<file path="config.mk">
export PLATFORM = sky130hd
export DESIGN_NAME = key_value_telemetry_line_parser
export DESIGN_NICKNAME = d
export VERILOG_FILES = /design/src/hw/rtl/kvtlp_pkg.sv /design/src/hw/rtl/kvtlp_lexer.sv /design/src/hw/rtl/kvtlp_commit.sv /design/src/hw/rtl/key_value_telemetry_line_parser.sv
export SDC_FILE = /design/constraint.sdc
export NUM_CORES = 1
export LEC_CHECK = 0
export BUFFER_PORTS_ARGS = -buffer_cell sky130_fd_sc_hd__buf_2
export CAP_MARGIN = 20
export CORE_MARGIN = 3
export CORE_UTILIZATION = 50
export DETAILED_ROUTE_END_ITERATION = 10
export GPL_ROUTABILITY_DRIVEN = 0
export MAX_ROUTING_LAYER = met4
export PLACE_DENSITY = 0.64
export SETUP_SLACK_MARGIN = 0.02
export SLEW_MARGIN = 20
export SYNTH_ARGS = -nofsm -noshare
export SYNTH_HDL_FRONTEND = slang
export SYNTH_SLANG_ARGS = --single-unit
</file>
<file path="constraint.sdc">
create_clock -name clk_i -period 7.5 [get_ports clk_i]
set_input_delay 0.375 -clock clk_i [delete_from_list [all_inputs] [get_ports clk_i]]
set_output_delay 0.375 -clock clk_i [all_outputs]
set_load 0.02 [all_outputs]
</file>
<file path="src/hw/rtl/kvtlp_pkg.sv">
// shared types, constants and key matching for the telemetry line parser
package kvtlp_pkg;

  localparam int unsigned MaxLineCharsDef = 159;
  localparam int unsigned KeyCharsDef     = 11;
  localparam int unsigned ValueCharsDef   = 23;

  localparam logic [7:0] ChTab   = 8'h09;
  localparam logic [7:0] ChLf    = 8'h0A;
  localparam logic [7:0] ChCr    = 8'h0D;
  localparam logic [7:0] ChSpace = 8'h20;
  localparam logic [7:0] ChComma = 8'h2C;
  localparam logic [7:0] ChMinus = 8'h2D;
  localparam logic [7:0] ChDot   = 8'h2E;
  localparam logic [7:0] ChEqual = 8'h3D;
  localparam logic [7:0] ChTilde = 8'h7E;

  localparam logic [23:0] KeyRpm     = "RPM";
  localparam logic [23:0] KeyMap     = "MAP";
  localparam logic [23:0] KeyTps     = "TPS";
  localparam logic [23:0] KeyClt     = "CLT";
  localparam logic [23:0] KeyIat     = "IAT";
  localparam logic [23:0] KeyAfr     = "AFR";
  localparam logic [23:0] KeyBat     = "BAT";
  localparam logic [31:0] KeyVbat    = "VBAT";
  localparam logic [55:0] KeyBattery = "BATTERY";

  // scaling bounds: below 50 for mixture, below 30 for battery
  localparam logic [31:0] AfrLimit = 32'd49;
  localparam logic [31:0] BatLimit = 32'd29;
  localparam logic [6:0]  Hundred  = 7'd100;
  localparam logic [6:0]  FracMax  = 7'd99;

  typedef enum logic [0:0] {
    PH_KEY,
    PH_VALUE
  } phase_e;

  typedef enum logic [1:0] {
    NUM_LEAD,
    NUM_INT,
    NUM_FRAC,
    NUM_DONE
  } num_e;

  typedef enum logic [2:0] {
    SLOT_RPM,
    SLOT_MAP,
    SLOT_TPS,
    SLOT_CLT,
    SLOT_IAT,
    SLOT_AFR,
    SLOT_BAT,
    SLOT_NONE
  } slot_e;

  // one transfer's outcome, handed from the lexer to the commit stage
  typedef struct packed {
    logic        end_line;
    logic        bad;
    logic        fin;
    slot_e       slot;
    logic        neg;
    logic        fracnz;
    logic [6:0]  frac;
    logic [31:0] acc;
  } ev_t;

  typedef struct packed {
    logic [31:0] bat;
    logic [31:0] afr;
    logic [15:0] iat;
    logic [15:0] clt;
    logic [15:0] tps;
    logic [15:0] map;
    logic [15:0] rpm;
  } readings_t;

  typedef struct packed {
    readings_t  rd;
    logic       accepted;
  } res_t;

  localparam int unsigned ResW   = $bits(res_t);
  localparam int unsigned TdataW = ((ResW + 7) / 8) * 8;

  function automatic slot_e match_key(input logic [6:0][7:0] k, input logic [2:0] len,
                                      input logic short_key);
    slot_e s;
    s = SLOT_NONE;
    if (short_key) begin
      if (len == 3'd3) begin
        if ({k[0], k[1], k[2]} == KeyRpm) s = SLOT_RPM;
        else if ({k[0], k[1], k[2]} == KeyMap) s = SLOT_MAP;
        else if ({k[0], k[1], k[2]} == KeyTps) s = SLOT_TPS;
        else if ({k[0], k[1], k[2]} == KeyClt) s = SLOT_CLT;
        else if ({k[0], k[1], k[2]} == KeyIat) s = SLOT_IAT;
        else if ({k[0], k[1], k[2]} == KeyAfr) s = SLOT_AFR;
        else if ({k[0], k[1], k[2]} == KeyBat) s = SLOT_BAT;
      end else if (len == 3'd4) begin
        if ({k[0], k[1], k[2], k[3]} == KeyVbat) s = SLOT_BAT;
      end else if (len == 3'd7) begin
        if ({k[0], k[1], k[2], k[3], k[4], k[5], k[6]} == KeyBattery) s = SLOT_BAT;
      end
    end
    return s;
  endfunction

endpackage

</file>
<file path="src/hw/rtl/kvtlp_lexer.sv">
// per-byte key/value lexer and number accumulator, registers one event per transfer
module kvtlp_lexer #(
  parameter int unsigned MaxLineChars = kvtlp_pkg::MaxLineCharsDef,
  parameter int unsigned KeyChars     = kvtlp_pkg::KeyCharsDef,
  parameter int unsigned ValueChars   = kvtlp_pkg::ValueCharsDef
) (
  input  logic             clk_i,
  input  logic             rst_ni,
  input  logic             in_valid_i,
  output logic             in_ready_o,
  input  logic [7:0]       byte_i,
  input  logic             end_i,
  output logic             ev_valid_o,
  input  logic             ev_ready_i,
  output kvtlp_pkg::ev_t   ev_o
);

  localparam int unsigned PosW  = $clog2(MaxLineChars + 1);
  localparam int unsigned KlenW = $clog2(KeyChars + 1);
  localparam int unsigned KidxW = $clog2(KeyChars);
  localparam int unsigned VlenW = $clog2(ValueChars + 1);

  kvtlp_pkg::phase_e phase_q, phase_d;
  kvtlp_pkg::num_e   sub_q, sub_d;
  logic [1:0]        cnt_q, cnt_d;
  logic [KlenW-1:0]  klen_q, klen_d;
  logic [VlenW-1:0]  vlen_q, vlen_d;
  logic [31:0]       acc_q, acc_d;
  logic [6:0]        frac_q, frac_d;
  logic              neg_q, neg_d;
  logic              fracnz_q, fracnz_d;
  logic [PosW-1:0]   pos_q;
  logic              bad_q;
  logic [7:0]        key_text_q [KeyChars];
  logic              ev_valid_q;
  kvtlp_pkg::ev_t    ev_q;

  logic              fire;
  logic              printable, sep, parse, is_digit, kwr, sep_fin, pclear, fin, clear;
  logic [7:0]        uc;
  logic [3:0]        d;
  logic [6:0][7:0]   k_head;
  kvtlp_pkg::slot_e  slot;

  assign fire       = in_valid_i && in_ready_o;
  assign in_ready_o = !ev_valid_q || ev_ready_i;

  always_comb begin
    for (int i = 0; i < 7; i++) begin
      k_head[i] = key_text_q[i];
    end
  end

  assign slot = kvtlp_pkg::match_key(k_head, klen_q[2:0], klen_q <= KlenW'(7));

  always_comb begin
    printable = ((byte_i >= kvtlp_pkg::ChSpace) && (byte_i <= kvtlp_pkg::ChTilde)) ||
                (byte_i == kvtlp_pkg::ChTab) || (byte_i == kvtlp_pkg::ChCr) ||
                (byte_i == kvtlp_pkg::ChLf);
    sep       = (byte_i == kvtlp_pkg::ChComma) || (byte_i == kvtlp_pkg::ChCr) ||
                (byte_i == kvtlp_pkg::ChLf);
    parse     = pos_q < PosW'(MaxLineChars);
    is_digit  = (byte_i >= "0") && (byte_i <= "9");
    d         = is_digit ? 4'(byte_i - "0") : 4'd0;
    uc        = ((byte_i >= "a") && (byte_i <= "z")) ? byte_i - 8'd32 : byte_i;

    phase_d  = phase_q;
    sub_d    = sub_q;
    cnt_d    = cnt_q;
    klen_d   = klen_q;
    vlen_d   = vlen_q;
    acc_d    = acc_q;
    frac_d   = frac_q;
    neg_d    = neg_q;
    fracnz_d = fracnz_q;
    kwr      = 1'b0;
    sep_fin  = 1'b0;
    pclear   = 1'b0;

    if (parse) begin
      if (phase_q == kvtlp_pkg::PH_KEY) begin
        if (byte_i == kvtlp_pkg::ChEqual) begin
          phase_d = kvtlp_pkg::PH_VALUE;
        end else if (sep) begin
          pclear = 1'b1;
        end else if ((((uc >= "A") && (uc <= "Z")) || is_digit) &&
                     (klen_q < KlenW'(KeyChars))) begin
          kwr    = 1'b1;
          klen_d = klen_q + KlenW'(1);
        end
      end else if (sep) begin
        sep_fin = 1'b1;
      end else if (vlen_q < VlenW'(ValueChars)) begin
        vlen_d = vlen_q + VlenW'(1);
        case (sub_q)
          kvtlp_pkg::NUM_LEAD: begin
            if ((byte_i == kvtlp_pkg::ChSpace) || (byte_i == kvtlp_pkg::ChTab)) begin
              sub_d = kvtlp_pkg::NUM_LEAD;
            end else if (byte_i == kvtlp_pkg::ChMinus) begin
              neg_d = 1'b1;
              sub_d = kvtlp_pkg::NUM_INT;
            end else if (is_digit) begin
              acc_d = 32'(d);
              sub_d = kvtlp_pkg::NUM_INT;
            end else if (byte_i == kvtlp_pkg::ChDot) begin
              sub_d = kvtlp_pkg::NUM_FRAC;
            end else begin
              sub_d = kvtlp_pkg::NUM_DONE;
            end
          end
          kvtlp_pkg::NUM_INT: begin
            if (is_digit) begin
              acc_d = {acc_q[28:0], 3'b000} + {acc_q[30:0], 1'b0} + 32'(d);
            end else if (byte_i == kvtlp_pkg::ChDot) begin
              sub_d = kvtlp_pkg::NUM_FRAC;
            end else begin
              sub_d = kvtlp_pkg::NUM_DONE;
            end
          end
          kvtlp_pkg::NUM_FRAC: begin
            if (is_digit) begin
              // only the first two fraction digits enter frac; any nonzero digit sets fracnz
              if (cnt_q == 2'd0) begin
                frac_d = 7'(d) * 7'd10;
                cnt_d  = 2'd1;
              end else if (cnt_q == 2'd1) begin
                frac_d = frac_q + 7'(d);
                cnt_d  = 2'd2;
              end
              if (d != 4'd0) fracnz_d = 1'b1;
            end else begin
              sub_d = kvtlp_pkg::NUM_DONE;
            end
          end
          default: begin
            sub_d = sub_q;
          end
        endcase
      end
    end

    // an open pair is closed at end of line as well as by a separator
    fin   = sep_fin || (end_i && (phase_d == kvtlp_pkg::PH_VALUE));
    clear = pclear || fin || end_i;
  end

  always_ff @(posedge clk_i or negedge rst_ni) begin
    if (!rst_ni) begin
      phase_q    <= kvtlp_pkg::PH_KEY;
      sub_q      <= kvtlp_pkg::NUM_LEAD;
      cnt_q      <= '0;
      klen_q     <= '0;
      vlen_q     <= '0;
      acc_q      <= '0;
      frac_q     <= '0;
      neg_q      <= 1'b0;
      fracnz_q   <= 1'b0;
      pos_q      <= '0;
      bad_q      <= 1'b0;
      ev_valid_q <= 1'b0;
    end else begin
      if (fire) begin
        ev_valid_q <= 1'b1;
      end else if (ev_ready_i) begin
        ev_valid_q <= 1'b0;
      end
      if (fire) begin
        if (clear) begin
          phase_q  <= kvtlp_pkg::PH_KEY;
          sub_q    <= kvtlp_pkg::NUM_LEAD;
          cnt_q    <= '0;
          klen_q   <= '0;
          vlen_q   <= '0;
          acc_q    <= '0;
          frac_q   <= '0;
          neg_q    <= 1'b0;
          fracnz_q <= 1'b0;
        end else begin
          phase_q  <= phase_d;
          sub_q    <= sub_d;
          cnt_q    <= cnt_d;
          klen_q   <= klen_d;
          vlen_q   <= vlen_d;
          acc_q    <= acc_d;
          frac_q   <= frac_d;
          neg_q    <= neg_d;
          fracnz_q <= fracnz_d;
        end
        if (end_i) begin
          pos_q <= '0;
          bad_q <= 1'b0;
        end else begin
          if (parse) pos_q <= pos_q + PosW'(1);
          bad_q <= bad_q || !printable;
        end
      end
    end
  end

  always_ff @(posedge clk_i) begin
    if (fire && kwr) begin
      key_text_q[klen_q[KidxW-1:0]] <= uc;
    end
    if (fire) begin
      ev_q.end_line <= end_i;
      ev_q.bad      <= bad_q || !printable;
      ev_q.fin      <= fin;
      ev_q.slot     <= slot;
      ev_q.neg      <= neg_d;
      ev_q.fracnz   <= fracnz_d;
      ev_q.frac     <= frac_d;
      ev_q.acc      <= acc_d;
    end
  end

  assign ev_valid_o = ev_valid_q;
  assign ev_o       = ev_q;

  a_counters_bounded: assert property (@(posedge clk_i) disable iff (!rst_ni)
    (pos_q <= PosW'(MaxLineChars)) && (klen_q <= KlenW'(KeyChars)) &&
    (vlen_q <= VlenW'(ValueChars)))
    else $error("lexer counter past its limit");

  a_frac_hundredths: assert property (@(posedge clk_i) disable iff (!rst_ni)
    (ev_valid_q && ev_q.fin) |-> (ev_q.frac <= kvtlp_pkg::FracMax))
    else $error("fraction hundredths out of range");

endmodule

</file>
<file path="src/hw/rtl/kvtlp_commit.sv">
// scales closed pairs into staged readings, commits on line end, holds the result register
module kvtlp_commit (
  input  logic                          clk_i,
  input  logic                          rst_ni,
  input  logic                          ev_valid_i,
  output logic                          ev_ready_o,
  input  kvtlp_pkg::ev_t                ev_i,
  output logic                          out_valid_o,
  input  logic                          out_ready_i,
  output logic [kvtlp_pkg::ResW-1:0]    out_data_o
);

  kvtlp_pkg::readings_t staged_q, staged_n, committed_q, committed_n;
  logic                 matched_q, matched_n;
  logic                 out_valid_q;
  kvtlp_pkg::res_t      res_q;

  logic        fire, accepted, afr_ok, bat_ok;
  logic [31:0] ival, ival_x10, afr_v, bat_v;
  logic [12:0] hund;

  assign ev_ready_o = !(ev_i.end_line && out_valid_q && !out_ready_i);
  assign fire       = ev_valid_i && ev_ready_o;

  always_comb begin
    ival     = ev_i.neg ? 32'd0 - ev_i.acc : ev_i.acc;
    ival_x10 = {ival[28:0], 3'b000} + {ival[30:0], 1'b0};
    // small magnitudes only, so a 6-bit by 7-bit product is enough
    hund     = 13'(ev_i.acc[5:0]) * 13'(kvtlp_pkg::Hundred) + 13'(ev_i.frac);
    afr_ok   = !ev_i.neg && (ev_i.acc <= kvtlp_pkg::AfrLimit) &&
               ((ev_i.acc != 32'd0) || ev_i.fracnz);
    bat_ok   = !ev_i.neg && (ev_i.acc <= kvtlp_pkg::BatLimit) &&
               ((ev_i.acc != 32'd0) || ev_i.fracnz);
    afr_v    = afr_ok ? 32'(hund) : ival;
    bat_v    = bat_ok ? 32'(hund) : ival_x10;

    staged_n  = staged_q;
    matched_n = matched_q;
    if (ev_i.fin && (ev_i.slot != kvtlp_pkg::SLOT_NONE)) begin
      matched_n = 1'b1;
      unique case (ev_i.slot)
        kvtlp_pkg::SLOT_RPM: staged_n.rpm = ival[15:0];
        kvtlp_pkg::SLOT_MAP: staged_n.map = ival[15:0];
        kvtlp_pkg::SLOT_TPS: staged_n.tps = ival[15:0];
        kvtlp_pkg::SLOT_CLT: staged_n.clt = ival[15:0];
        kvtlp_pkg::SLOT_IAT: staged_n.iat = ival[15:0];
        kvtlp_pkg::SLOT_AFR: staged_n.afr = afr_v;
        kvtlp_pkg::SLOT_BAT: staged_n.bat = bat_v;
        default:             staged_n     = staged_q;
      endcase
    end
    accepted    = !ev_i.bad && matched_n;
    committed_n = accepted ? staged_n : committed_q;
  end

  always_ff @(posedge clk_i or negedge rst_ni) begin
    if (!rst_ni) begin
      staged_q    <= '0;
      committed_q <= '0;
      matched_q   <= 1'b0;
      out_valid_q <= 1'b0;
    end else begin
      if (fire && ev_i.end_line) begin
        committed_q <= committed_n;
        staged_q    <= committed_n;
        matched_q   <= 1'b0;
      end else if (fire) begin
        staged_q  <= staged_n;
        matched_q <= matched_n;
      end
      if (fire && ev_i.end_line) begin
        out_valid_q <= 1'b1;
      end else if (out_ready_i) begin
        out_valid_q <= 1'b0;
      end
    end
  end

  always_ff @(posedge clk_i) begin
    if (fire && ev_i.end_line) begin
      res_q.rd       <= committed_n;
      res_q.accepted <= accepted;
    end
  end

  assign out_valid_o = out_valid_q;
  assign out_data_o  = res_q;

  a_reject_keeps_committed: assert property (@(posedge clk_i) disable iff (!rst_ni)
    (fire && ev_i.end_line && !accepted) |=> $stable(committed_q))
    else $error("rejected line changed committed readings");

  a_line_end_restarts: assert property (@(posedge clk_i) disable iff (!rst_ni)
    (fire && ev_i.end_line) |=> (!matched_q && (staged_q == committed_q)))
    else $error("staged state not reloaded at line end");

endmodule

</file>
<file path="src/hw/rtl/key_value_telemetry_line_parser.sv">
// top level of the key/value telemetry line parser
//
//  channel  | dir | payload                                         | moves
//  s_axis   | in  | tdata[7:0] data byte, tlast line end            | one character
//  m_axis   | out | tdata: accepted, rpm, map, tps, clt, iat, afr,  | one result per line
//           |     |        battery                                  |
//
// one transfer per cycle unless commit stalls; the lexer state updates in the accept cycle
// a line's result passes the lexer event register, then the commit result register
// rate is set by the lexer-to-commit event register, one event per cycle unless commit stalls
// reset clears parser state and both staged and committed readings to zero
// a stalled result holds the input only once a second line end reaches the commit stage
module key_value_telemetry_line_parser #(
  parameter int unsigned MAX_LINE_CHARS = kvtlp_pkg::MaxLineCharsDef,
  parameter int unsigned KEY_CHARS      = kvtlp_pkg::KeyCharsDef,
  parameter int unsigned VALUE_CHARS    = kvtlp_pkg::ValueCharsDef
) (
  input  logic                            clk_i,
  input  logic                            rst_ni,
  input  logic                            s_axis_tvalid,
  output logic                            s_axis_tready,
  input  logic [7:0]                      s_axis_tdata,  // [7:0] data_byte
  input  logic                            s_axis_tlast,  // line_end
  output logic                            m_axis_tvalid,
  input  logic                            m_axis_tready,
  // [0] accepted, [16:1] engine_speed, [32:17] manifold_pressure, [48:33] throttle,
  // [64:49] coolant_temp, [80:65] intake_temp, [112:81] mixture_ratio_x100,
  // [144:113] battery_volts_x100, rest zero
  output logic [kvtlp_pkg::TdataW-1:0]    m_axis_tdata
);

  logic                           ev_valid, ev_ready;
  kvtlp_pkg::ev_t                 ev;
  logic [kvtlp_pkg::ResW-1:0]     res;

  kvtlp_lexer #(
    .MaxLineChars (MAX_LINE_CHARS),
    .KeyChars     (KEY_CHARS),
    .ValueChars   (VALUE_CHARS)
  ) u_lexer (
    .clk_i      (clk_i),
    .rst_ni     (rst_ni),
    .in_valid_i (s_axis_tvalid),
    .in_ready_o (s_axis_tready),
    .byte_i     (s_axis_tdata),
    .end_i      (s_axis_tlast),
    .ev_valid_o (ev_valid),
    .ev_ready_i (ev_ready),
    .ev_o       (ev)
  );

  kvtlp_commit u_commit (
    .clk_i       (clk_i),
    .rst_ni      (rst_ni),
    .ev_valid_i  (ev_valid),
    .ev_ready_o  (ev_ready),
    .ev_i        (ev),
    .out_valid_o (m_axis_tvalid),
    .out_ready_i (m_axis_tready),
    .out_data_o  (res)
  );

  assign m_axis_tdata = {(kvtlp_pkg::TdataW - kvtlp_pkg::ResW)'(0), res};

endmodule
</file>
Yosys cells after proc, flatten, opt, wreduce, memory -nomap -nowiden
Memories as Yosys holds them, arrays and structs flattened.
Index checks and enable logic that the tools add are counted.
W data, S select, Z words.
{ "classes": {"order_cmp": 14, "n_mul": 2, "eq_ne": 36, "muxes": 122, "addsub": 11, "reduce_logical": 58} }
{ "ops": {"columns": ["cell", "n"], "rows": [
  ["$mux W144", 4],
  ["$mux W32", 14],
  ["$eq A24 B23 Y1 const B", 7],
  ["$mux W16", 5],
  ["$add A32 B32 Y32", 2],
  ["$pmux W32 S2", 1],
  ["$mux W7", 9],
  ["$eq A56 B55 Y1 const B", 1],
  ["$mux W1", 45],
  ["$eq A8 B6 Y1 const B", 5],
  ["$mux W2", 19],
  ["$add A32 B4 Y32", 1],
  ["$eq A32 B31 Y1 const B", 1],
  ["$le A32 B5 Y1 const B", 1],
  ["$le A32 B6 Y1 const B", 1],
  ["$reduce_bool A32 Y1", 1],
  ["$sub A1 B32 Y32 const A", 1],
  ["$mux W4", 7],
  ["$mux W3", 9],
  ["$mux W5", 5],
  ["$eq A8 B4 Y1 const B", 3],
  ["$le A8 B7 Y1 const B", 3],
  ["$mux W8", 3],
  ["$logic_and A1 B1 Y1", 18],
  ["36 further kinds", 77]
]} }
{ "word_totals": {"out_inout_bits": 154, "ram_bits": 88, "input_bits": 13, "n_memories": 1, "ff_bits": 547} }
{ "mem_list": {"columns": ["name", "words", "word_bits", "read_ports", "rd_clocked_by_memory_dff", "write_ports", "line", "rtl"], "rows": [
  ["u_lexer.key_text_q", 11, 8, 7, 0, 1, "kvtlp_lexer.sv:34", "logic [7:0] key_text_q [KeyChars];"]
]} }

Depth between registers and ports, before layout
Gate-level depths: netlist (run 1).
{ "logic_depth": {"ltp_word": 15, "mapped_depth": 19} }

By module
A second synthesis (run 1) with hierarchy kept.
{ "unflattened": {"cells_unflattened": 3449, "area_unflattened_um2": 33269.4} }
{ "modules_own_cells": {"columns": ["module", "cells_per_inst", "area_each_um2", "seq_area_each_um2", "n_inst"], "rows": [
  ["kvtlp_commit", 2577, 23596.4, 11611.1, 1],
  ["kvtlp_lexer", 864, 9616.7, 4719.5, 1],
  ["key_value_telemetry_line_parser", 8, 56.3, 0.0, 1]
]} }

Worst setup path before layout (run 1)
OpenSTA, ideal clock, no wires.
{ "synth_timing": {"path_type": "register to register", "start": "reg u_lexer.ev_q, in the netlist u_lexer.ev_o[46]", "end": "reg u_commit.res_q, in the netlist u_commit.out_data_o[0] (enable)", "setup_time_ns": 0.566, "stages_incl_launch_ff": 8, "slack_ns": 1.519, "synth_period_minus_slack_ns": 5.981, "n_path_buf": 3, "t_required_ns": 6.934, "arrival_time_ns": 5.415, "cell_sequence": "edfxtp_1 > clkbuf_1 > nand3b_1 > and2_1 > clkbuf_1 > nand2_1 > inv_2 > clkbuf_1"} }
{ "synth_via": {"elab_chain_cells": 5} }
{ "synth_lines": {"columns": ["element", "line", "rtl"], "rows": [
  ["from (decl)", "kvtlp_lexer.sv:36", "kvtlp_pkg::ev_t ev_q;"],
  ["$logic_and A1 B1 Y1 (2 in series)", "kvtlp_commit.sv:22", "assign ev_ready_o = !(ev_i.end_line && out_valid_q && !out_ready_i);"],
  ["$logic_not A1 Y1", "kvtlp_commit.sv:22", null],
  ["$logic_and A1 B1 Y1", "kvtlp_commit.sv:23", "assign fire = ev_valid_i && ev_ready_o;"],
  ["$logic_and A1 B1 Y1 *", "kvtlp_commit.sv:80", "if (fire && ev_i.end_line) begin"],
  ["to (decl)", "kvtlp_commit.sv:16", "kvtlp_pkg::res_t res_q;"]
]} }
Mark *: on every way between the ends. The rest lies on a longest branch, timed or not.
A chain may end at the register's enable or synchronous reset.

==> results.sh, run 1 <==
export IMPL_grt_max_degree=150
export IMPL_critical_path_max_stage_delay_ps=850
export IMPL_antenna_diode_count=0
export IMPL_postSynthCellCount=3259
export IMPL_grt_first_pass_wirelength_um=141000
export IMPL_seq_area_frac_synth_pct=51.5
export IMPL_die_height_um=258
export IMPL_status="completed"
export IMPL_firstDrtPassIters=6
export IMPL_crit_buf_inv=3
export IMPL_synth_enable_flop_cells=248
export IMPL_synth_top_cells_by_area="sky130_fd_sc_hd__dfrtp_1 28%, sky130_fd_sc_hd__edfxtp_1 24%, sky130_fd_sc_hd__nand2_1 8.9%"
export IMPL_critical_path_class="reg2reg"
export IMPL_overall_global_routing_resource_usage_pct=27.6
export IMPL_boundaryPins=167
export IMPL_worst_endpoint_required_ps=7830
export IMPL_clock_fmax_ghz=0.169
export IMPL_worst_endpoint_arrival_ps=6270
export IMPL_hold_class="in2reg"
export IMPL_yosysUniqueCellTypes=89
export IMPL_io_buffer_count=159
export IMPL_end_kind="flip-flop"
export IMPL_final_net_count=3511
export IMPL_cts_repair_resize_count=0
export IMPL_syn_avg_cell_area_sq_um=9.72
export IMPL_viasPerCell=6.02
export IMPL_area_growth_pct=12.0
export IMPL_fillcell_total=5302
export IMPL_yosysTopAreaCellShare_pct=28.0
export IMPL_grt_ovfl_total=0
export IMPL_cts_root_buf="sky130_fd_sc_hd__clkbuf_16"
export IMPL_critical_path_startpoint_type="flip-flop"
export IMPL_worstPathMaxFanout=12
export IMPL_cpMaxStageDelayCell="sky130_fd_sc_hd__xnor2_1"
export IMPL_gr_usage_met2_pct=43.0
export IMPL_r2r_start="u_lexer.ev_o[0]"
export IMPL_timing_critical_path_mode_cell="sky130_fd_sc_hd__inv_1"
export IMPL_worst_slew_pin_transition_ps=1240
export IMPL_timing_final_crit_period_ps=5930
export IMPL_count_of_h_tree_levels_built_during_cts=3
export IMPL_routedWlPerCell_um=21.1
export IMPL_hold_end="u_lexer.ev_o[46]"
export IMPL_finalInstanceArea_sq_um=35500
export IMPL_first_global_vias=24781
export IMPL_design_die_area_sq_um=66400
export IMPL_setup_skew_after_layout_ps=30.5
export IMPL_global_route_usage_met1_pct=36.8
export IMPL_cts_tree="done"
export IMPL_number_of_clock_sinks=603
export IMPL_rrSetupSlack_ps=1570
export IMPL_yosysTopAreaCell="sky130_fd_sc_hd__dfrtp_1"
export IMPL_gr_max_usage_layer="met2"
export IMPL_final_layout_size_suffix_gt1_share_pct=10.8
export IMPL_detail_route_drc_violations=0
export IMPL_relSlewSlack_pct=16.6
export IMPL_die_width_um=258
export IMPL_final_report_setup_violation_count=0
export IMPL_power_leakage_nw=15.6
export IMPL_final_hold_viol_count=0
export IMPL_finalWirelength_um=89700
export IMPL_path_cells="inv_1 > ha_1 > nand2b_1 > xnor2_1 > inv_1 > ha_1 > inv_1 > fa_1 > nand2b_1 > a21oi_1 > o21ai_1 > a31oi_1 > a2111oi_0 > o221ai_1 > mux2i_1 > a21boi_1 > o21ai_1"
export IMPL_cell_area_synth_sq_um=31700
export IMPL_first_iter_violations=2361
export IMPL_rsz0062_at_grt="no"
export IMPL_placeableCoreArea_sq_um=62200
export IMPL_setup_tns_final_ps=0
export IMPL_length_in_cells_of_the_worst_reg_to_reg_path=17
export IMPL_dr_total_vias=25525
export IMPL_std_cell_rows=91
export IMPL_cap_viol_max_count=0
export IMPL_critical_path_reg2reg_endpoint="u_commit.out_data_o[144]"
export IMPL_yosysWarnings=0
export IMPL_yosys_top_cells_count="753 x sky130_fd_sc_hd__nand2_1, 355 x sky130_fd_sc_hd__dfrtp_1, 258 x sky130_fd_sc_hd__o21ai_0, 248 x sky130_fd_sc_hd__edfxtp_1, 165 x sky130_fd_sc_hd__clkbuf_1"
export IMPL_dpl_instance_area_sq_um=33300
export IMPL_ys_flop_type="sky130_fd_sc_hd__dfrtp_1"
export IMPL_global_route_usage_met3_pct=4.24
export IMPL_powerDensity_nw_per_um2=226
export IMPL_hold_worst_slack_ps=83.8
export IMPL_route_antenna_remaining_nets=0
export IMPL_dpl_hpwl_um=59800
export IMPL_holdCritStartpoint="s_axis_tlast"
export IMPL_synth_seq_cells=603
export IMPL_worst_hold_path_num_cells=1
export IMPL_worst_ir_drop_vdd_mv=0.198
export IMPL_final_max_slew_viol_count=0
export IMPL_synth_most_common_cell="sky130_fd_sc_hd__nand2_1"
export IMPL_floorplan_initialDensity_pct=51.0
export IMPL_clock_tree_buffer_depth=3
export IMPL_tritoncts_num_buffers=68
export IMPL_initial_antenna_violation_count=0
export IMPL_cpLargestDelayFamily="compound AO/OA/AOI/OAI gates"
export IMPL_ys_async_sr_fraction_pct=58.9
export IMPL_clkSlewWorstSetupHoldPaths_ps=60
export IMPL_insertion_delay_ps=620
export IMPL_fin_crit_sh_pct=79.1
[where the power goes]
part           switching [W]  leakage [nW]  internal, W
Sequential         0.0000965          7.26      0.00361
Clock                0.00139          1.08      0.00191
Combinational       0.000701          7.24     0.000303
Total                0.00219          15.6      0.00583
[worst max-delay path by stage]
stage,startpoint,end,cells past startpoint
after floorplan,u_lexer.ev_o[46],u_commit.out_data_o[0],7
after global placement,u_lexer.ev_o[1],u_commit.out_data_o[140],17
after detailed placement,u_lexer.ev_o[0],u_commit.out_data_o[140],17
after CTS,u_lexer.ev_o[0],u_commit.out_data_o[140],17
after global routing,u_lexer.ev_o[0],u_commit.out_data_o[144],17
final,u_lexer.ev_o[0],u_commit.out_data_o[144],17
[cell type report]
| type | instances | area (sq um) | area share [%] |
|---|---|---|---|
| sequential | 603 | 16300 | 46.0 |
| multi-input combinational | 2384 | 14400 | 40.4 |
| clock buffer | 87 | 1810 | 5.11 |
| timing repair buffer | 212 | 1230 | 3.47 |
| tap | 837 | 1050 | 2.95 |
| clock inverter | 39 | 400 | 1.13 |
| inverter | 81 | 313 | 0.881 |
[stage by stage]
step,total power [W],instances,utilization [%],setup slack [ps]
final,0.00802,4243,57.1,1570
after floorplan,0.00439,3265,-,1520
after global placement,0.00473,4115,53.5,2150
after CTS,0.00807,4243,57.1,1800
after global routing,0.00833,4243,57.1,1430
after detailed placement,0.00476,4116,53.5,1850
[per-layer routing]
layer,wire [um],share of wire [%],vias up
met2,41900,47,991
li1,-,-,11800
met4,3430,3.8,0
met5,0,0,-
met1,38100,43,12516
met3,6220,6.9,218
[placed cells by master (no fill, tap or decap), drive strengths merged, types with 13 or more instances in the layout]
cell	count
edfxtp	248
buf	211
o31ai	15
and3	26
nor3	43
clkinv	28
a21o	60
a211oi	21
nand3	40
clkbuf	87
ha	142
a21oi	129
o211ai	13
mux2i	71
o21ai	354
a31oi	32
xnor2	61
nor2	164
xor2	42
and2	15
nand2b	19
dfrtp	355
a22oi	89
nor4	15
a22o	48
mux2	24
inv	84
nand2	754
[sequential cells by signal (all words and copies together) (netlist names)]
register / count
u_commit.staged_q: 144
u_lexer.ev_o: 47
u_lexer.vlen_q: 5
u_lexer.phase_q: 1
u_lexer.cnt_q: 2
u_lexer.bad_q: 1
u_lexer.klen_q: 4
u_lexer.pos_q: 8
u_lexer.key_text_q: 56
u_lexer.frac_q: 7
u_commit.out_valid_o: 1
u_commit.committed_q: 144
u_lexer.ev_valid_o: 1
u_commit.matched_q: 1
u_lexer.sub_q: 2
u_lexer.acc_q: 32
u_lexer.neg_q: 1
u_commit.out_data_o: 145
u_lexer.fracnz_q: 1
[cell families after synthesis]
| kind of cell | after synthesis | share of synthesized area (%) |
|---|---|---|
| and+or+nand+nor | 1151 | 15.5 |
| AOI/OAI and AO/OA | 879 | 17.5 |
| DFF | 603 | 51.5 |
| buffers and inverters | 278 | 3.40 |
| adders and majority gates | 149 | 6.02 |
| xor gates and xnor gates | 103 | 2.85 |
| muxes | 95 | 3.10 |
| other | 1 | 0.0118 |
[timing repair]
item / in CTS / in global routing
hold buffers: 1 / 0
setup buffers: 0 / 0
endpoints found under the hold margin: 116 / 0
(Power assumes the default switching activity.)
==> run 2, diff against run 1 <==
PLACE_DENSITY = 0.67   (was 0.64)
clock period = 5.4 ns   (was 7.5 ns; I/O delays follow)
==> run 2 against run 1 <==
Sequential share of layout area is 0.28 points lower. Worst hold slack worse by 22 ps. Setup slack worse by 1200 ps. Critical endpoint is now u_commit.out_data_o[142]. Register-to-register slack worse by 1200 ps. Critical path type unchanged. Largest power group unchanged. Die area stayed put. Global-route usage is 0.27 points higher.
==> results.sh, run 2 (synthesis gave the netlist of run 1 again) <==
export IMPL_final_max_slew_viol_count=0
export IMPL_status="completed"
export IMPL_critical_path_startpoint_type="flip-flop"
export IMPL_post_cts_setup_buffer_count=0
export IMPL_hold_class="in2reg"
export IMPL_clock_fmax_ghz=0.198
export IMPL_clkSlewWorstSetupHoldPaths_ps=60
export IMPL_floorplan_initialDensity_pct=51.0
export IMPL_std_cell_rows=91
export IMPL_dr_total_vias=25755
export IMPL_cap_viol_max_count=0
export IMPL_worst_endpoint_required_ps=5750
export IMPL_final_layout_size_suffix_gt1_share_pct=11.5
export IMPL_final_hold_viol_count=0
export IMPL_area_growth_pct=12.7
export IMPL_length_in_cells_of_the_worst_reg_to_reg_path=17
export IMPL_finalWirelength_um=90400
export IMPL_worstPathMaxFanout=5
export IMPL_count_of_h_tree_levels_built_during_cts=3
export IMPL_timing_final_crit_period_ps=5040
export IMPL_grt_first_pass_wirelength_um=143000
export IMPL_power_leakage_nw=15.7
export IMPL_final_cell_count_no_fill=4260
export IMPL_initial_antenna_violation_count=1
export IMPL_design_die_area_sq_um=66400
export IMPL_cts_tree="done"
export IMPL_firstDrtPassIters=6
export IMPL_fin_crit_sh_pct=93.3
export IMPL_cpMaxStageDelayCell="sky130_fd_sc_hd__edfxtp_1"
export IMPL_worst_ir_drop_vdd_mv=0.253
export IMPL_path_cells="inv_1 > ha_1 > nand3b_1 > or3_1 > or2_1 > o41ai_1 > xnor2_1 > ha_1 > nand2_1 > a2111oi_0 > o21ai_1 > a31oi_2 > a211o_1 > nand3_1 > and2_1 > a221o_1 > mux2_2"
export IMPL_largest_register_ffs=145
export IMPL_insertion_delay_ps=620
export IMPL_timing_critical_path_mode_cell="sky130_fd_sc_hd__ha_1"
export IMPL_die_height_um=258
export IMPL_clock_tree_buffer_depth=3
export IMPL_dpl_hpwl_um=60500
export IMPL_end_kind="flip-flop"
export IMPL_boundaryPins=167
export IMPL_worst_endpoint_arrival_ps=5390
export IMPL_detail_route_drc_violations=0
export IMPL_number_of_clock_sinks=603
export IMPL_powerDensity_nw_per_um2=312
export IMPL_relSlewSlack_pct=22.8
export IMPL_grt_max_degree=177
export IMPL_placeableCoreArea_sq_um=62200
export IMPL_final_net_count=3528
export IMPL_first_iter_violations=2532
export IMPL_critical_path_class="reg2reg"
export IMPL_critical_path_max_stage_delay_ps=450
export IMPL_worst_slew_pin_transition_ps=1150
export IMPL_route_antenna_remaining_nets=0
export IMPL_die_width_um=258
export IMPL_placed_cells_incl_taps=4130
export IMPL_pre_cts_slack_ps=137
export IMPL_io_buffer_count=159
export IMPL_layout_common_cells="751 x sky130_fd_sc_hd__nand2_1, 355 x sky130_fd_sc_hd__dfrtp_1, 258 x sky130_fd_sc_hd__o21ai_0, 248 x sky130_fd_sc_hd__edfxtp_1, 160 x sky130_fd_sc_hd__nor2_1"
export IMPL_routedWlPerCell_um=21.2
export IMPL_final_report_setup_violation_count=0
export IMPL_first_global_vias=25059
export IMPL_grt_ovfl_total=0
export IMPL_mostFrequentLayoutCell="sky130_fd_sc_hd__nand2_1"
export IMPL_timing_final_ws_setup_ps=360
export IMPL_cts_root_buf="sky130_fd_sc_hd__clkbuf_16"
export IMPL_overall_global_routing_resource_usage_pct=27.8
export IMPL_viasPerCell=6.05
export IMPL_worst_hold_path_num_cells=1
export IMPL_tritoncts_num_buffers=67
export IMPL_setup_skew_after_layout_ps=27.6
-- run 2: cell types whose count changed in the layout (fill, tap and decap cells not counted), moves of 2 or more --
| cell | delta |
|---|---|
| sky130_fd_sc_hd__buf_4 | +11 |
| sky130_fd_sc_hd__clkinvlp_4 | +3 |
| sky130_fd_sc_hd__a2111oi_2 | +2 |
| sky130_fd_sc_hd__a2111oi_0 | -2 |
| sky130_fd_sc_hd__clkinv_2 | -2 |
| sky130_fd_sc_hd__diode_2 | +2 |
| sky130_fd_sc_hd__clkbuf_8 | +6 |
| sky130_fd_sc_hd__buf_12 | +4 |
| sky130_fd_sc_hd__dlygate4sd3_1 | +3 |
| sky130_fd_sc_hd__clkinv_1 | -7 |
| sky130_fd_sc_hd__nor4_2 | +2 |
| sky130_fd_sc_hd__nor4_1 | -2 |
-- run 2: cell type report --
| class | instances | area, sq um |
|---|---|---|
| fill | 5288 | 26500 |
| sequential | 603 | 16300 |
| multi-input combinational | 2384 | 14400 |
| clock buffer | 92 | 1870 |
| timing repair buffer | 230 | 1420 |
| tap | 837 | 1050 |
| clock inverter | 31 | 333 |
| inverter | 81 | 312 |
| antenna | 2 | 5.00 |
-- run 2: power breakdown --
group	switching (W)	internal, W
logic	0.000971	0.000435
clock network	0.00190	0.00269
registers	0.000137	0.00502
-- run 2: timing repair --
item                                    4_1_cts  5_1_grt
hold buffers                                  4        0
hold endpoints to repair                     86        0
resized for setup                             0        9
endpoints found under the setup margin        0       14
-- run 2: final timing paths --
path / startpoint / end / slack [ps]
worst max-delay path: u_lexer.ev_o[1] / u_commit.out_data_o[142] / 360
worst min-delay path: s_axis_tdata[4] / u_lexer.key_text_q[2][4] / 60
min in group asynchronous: rst_ni / u_commit.staged_q[47] / 240
worst min register to register: u_commit.committed_q[82] / u_commit.committed_q[82] / 470
worst max register to register: u_lexer.ev_o[1] / u_commit.out_data_o[142] / 360
max in group asynchronous: rst_ni / u_commit.committed_q[3] / 3810
-- run 2: layer usage --
metal | GRT usage [%] | share of wire (%)
met5 | - | 0
met1 | 36.2 | 41
met2 | 43.2 | 47
met3 | 5.02 | 7.4
met4 | 11.8 | 4.5
-- run 2: per-stage QoR --
step                hold WS, ps  power, W  util, %  area [sq um]  setup TNS (ps)
CTS                        35.2    0.0112     57.3         35600               0
finish                     62.0    0.0112     57.4         35700               0
global route               51.9    0.0116     57.4         35700           -11.4
floorplan                 -25.6   0.00610        -         31700               0
detailed placement          315   0.00661     53.7         33400               0
global placement            317   0.00657     53.7         33400               0
-- run 2: worst max-delay path, delay by kind of cell (launching register included) --
kind,cells,cell delay [ps]
buffers and inverters,1,190
flip-flops,1,450
XOR/XNOR,1,190
adder cells (fa/ha/maj),2,620
AND/OR/NAND/NOR,6,1180
AO/OA/AOI/OAI,6,1870
multiplexers,1,280
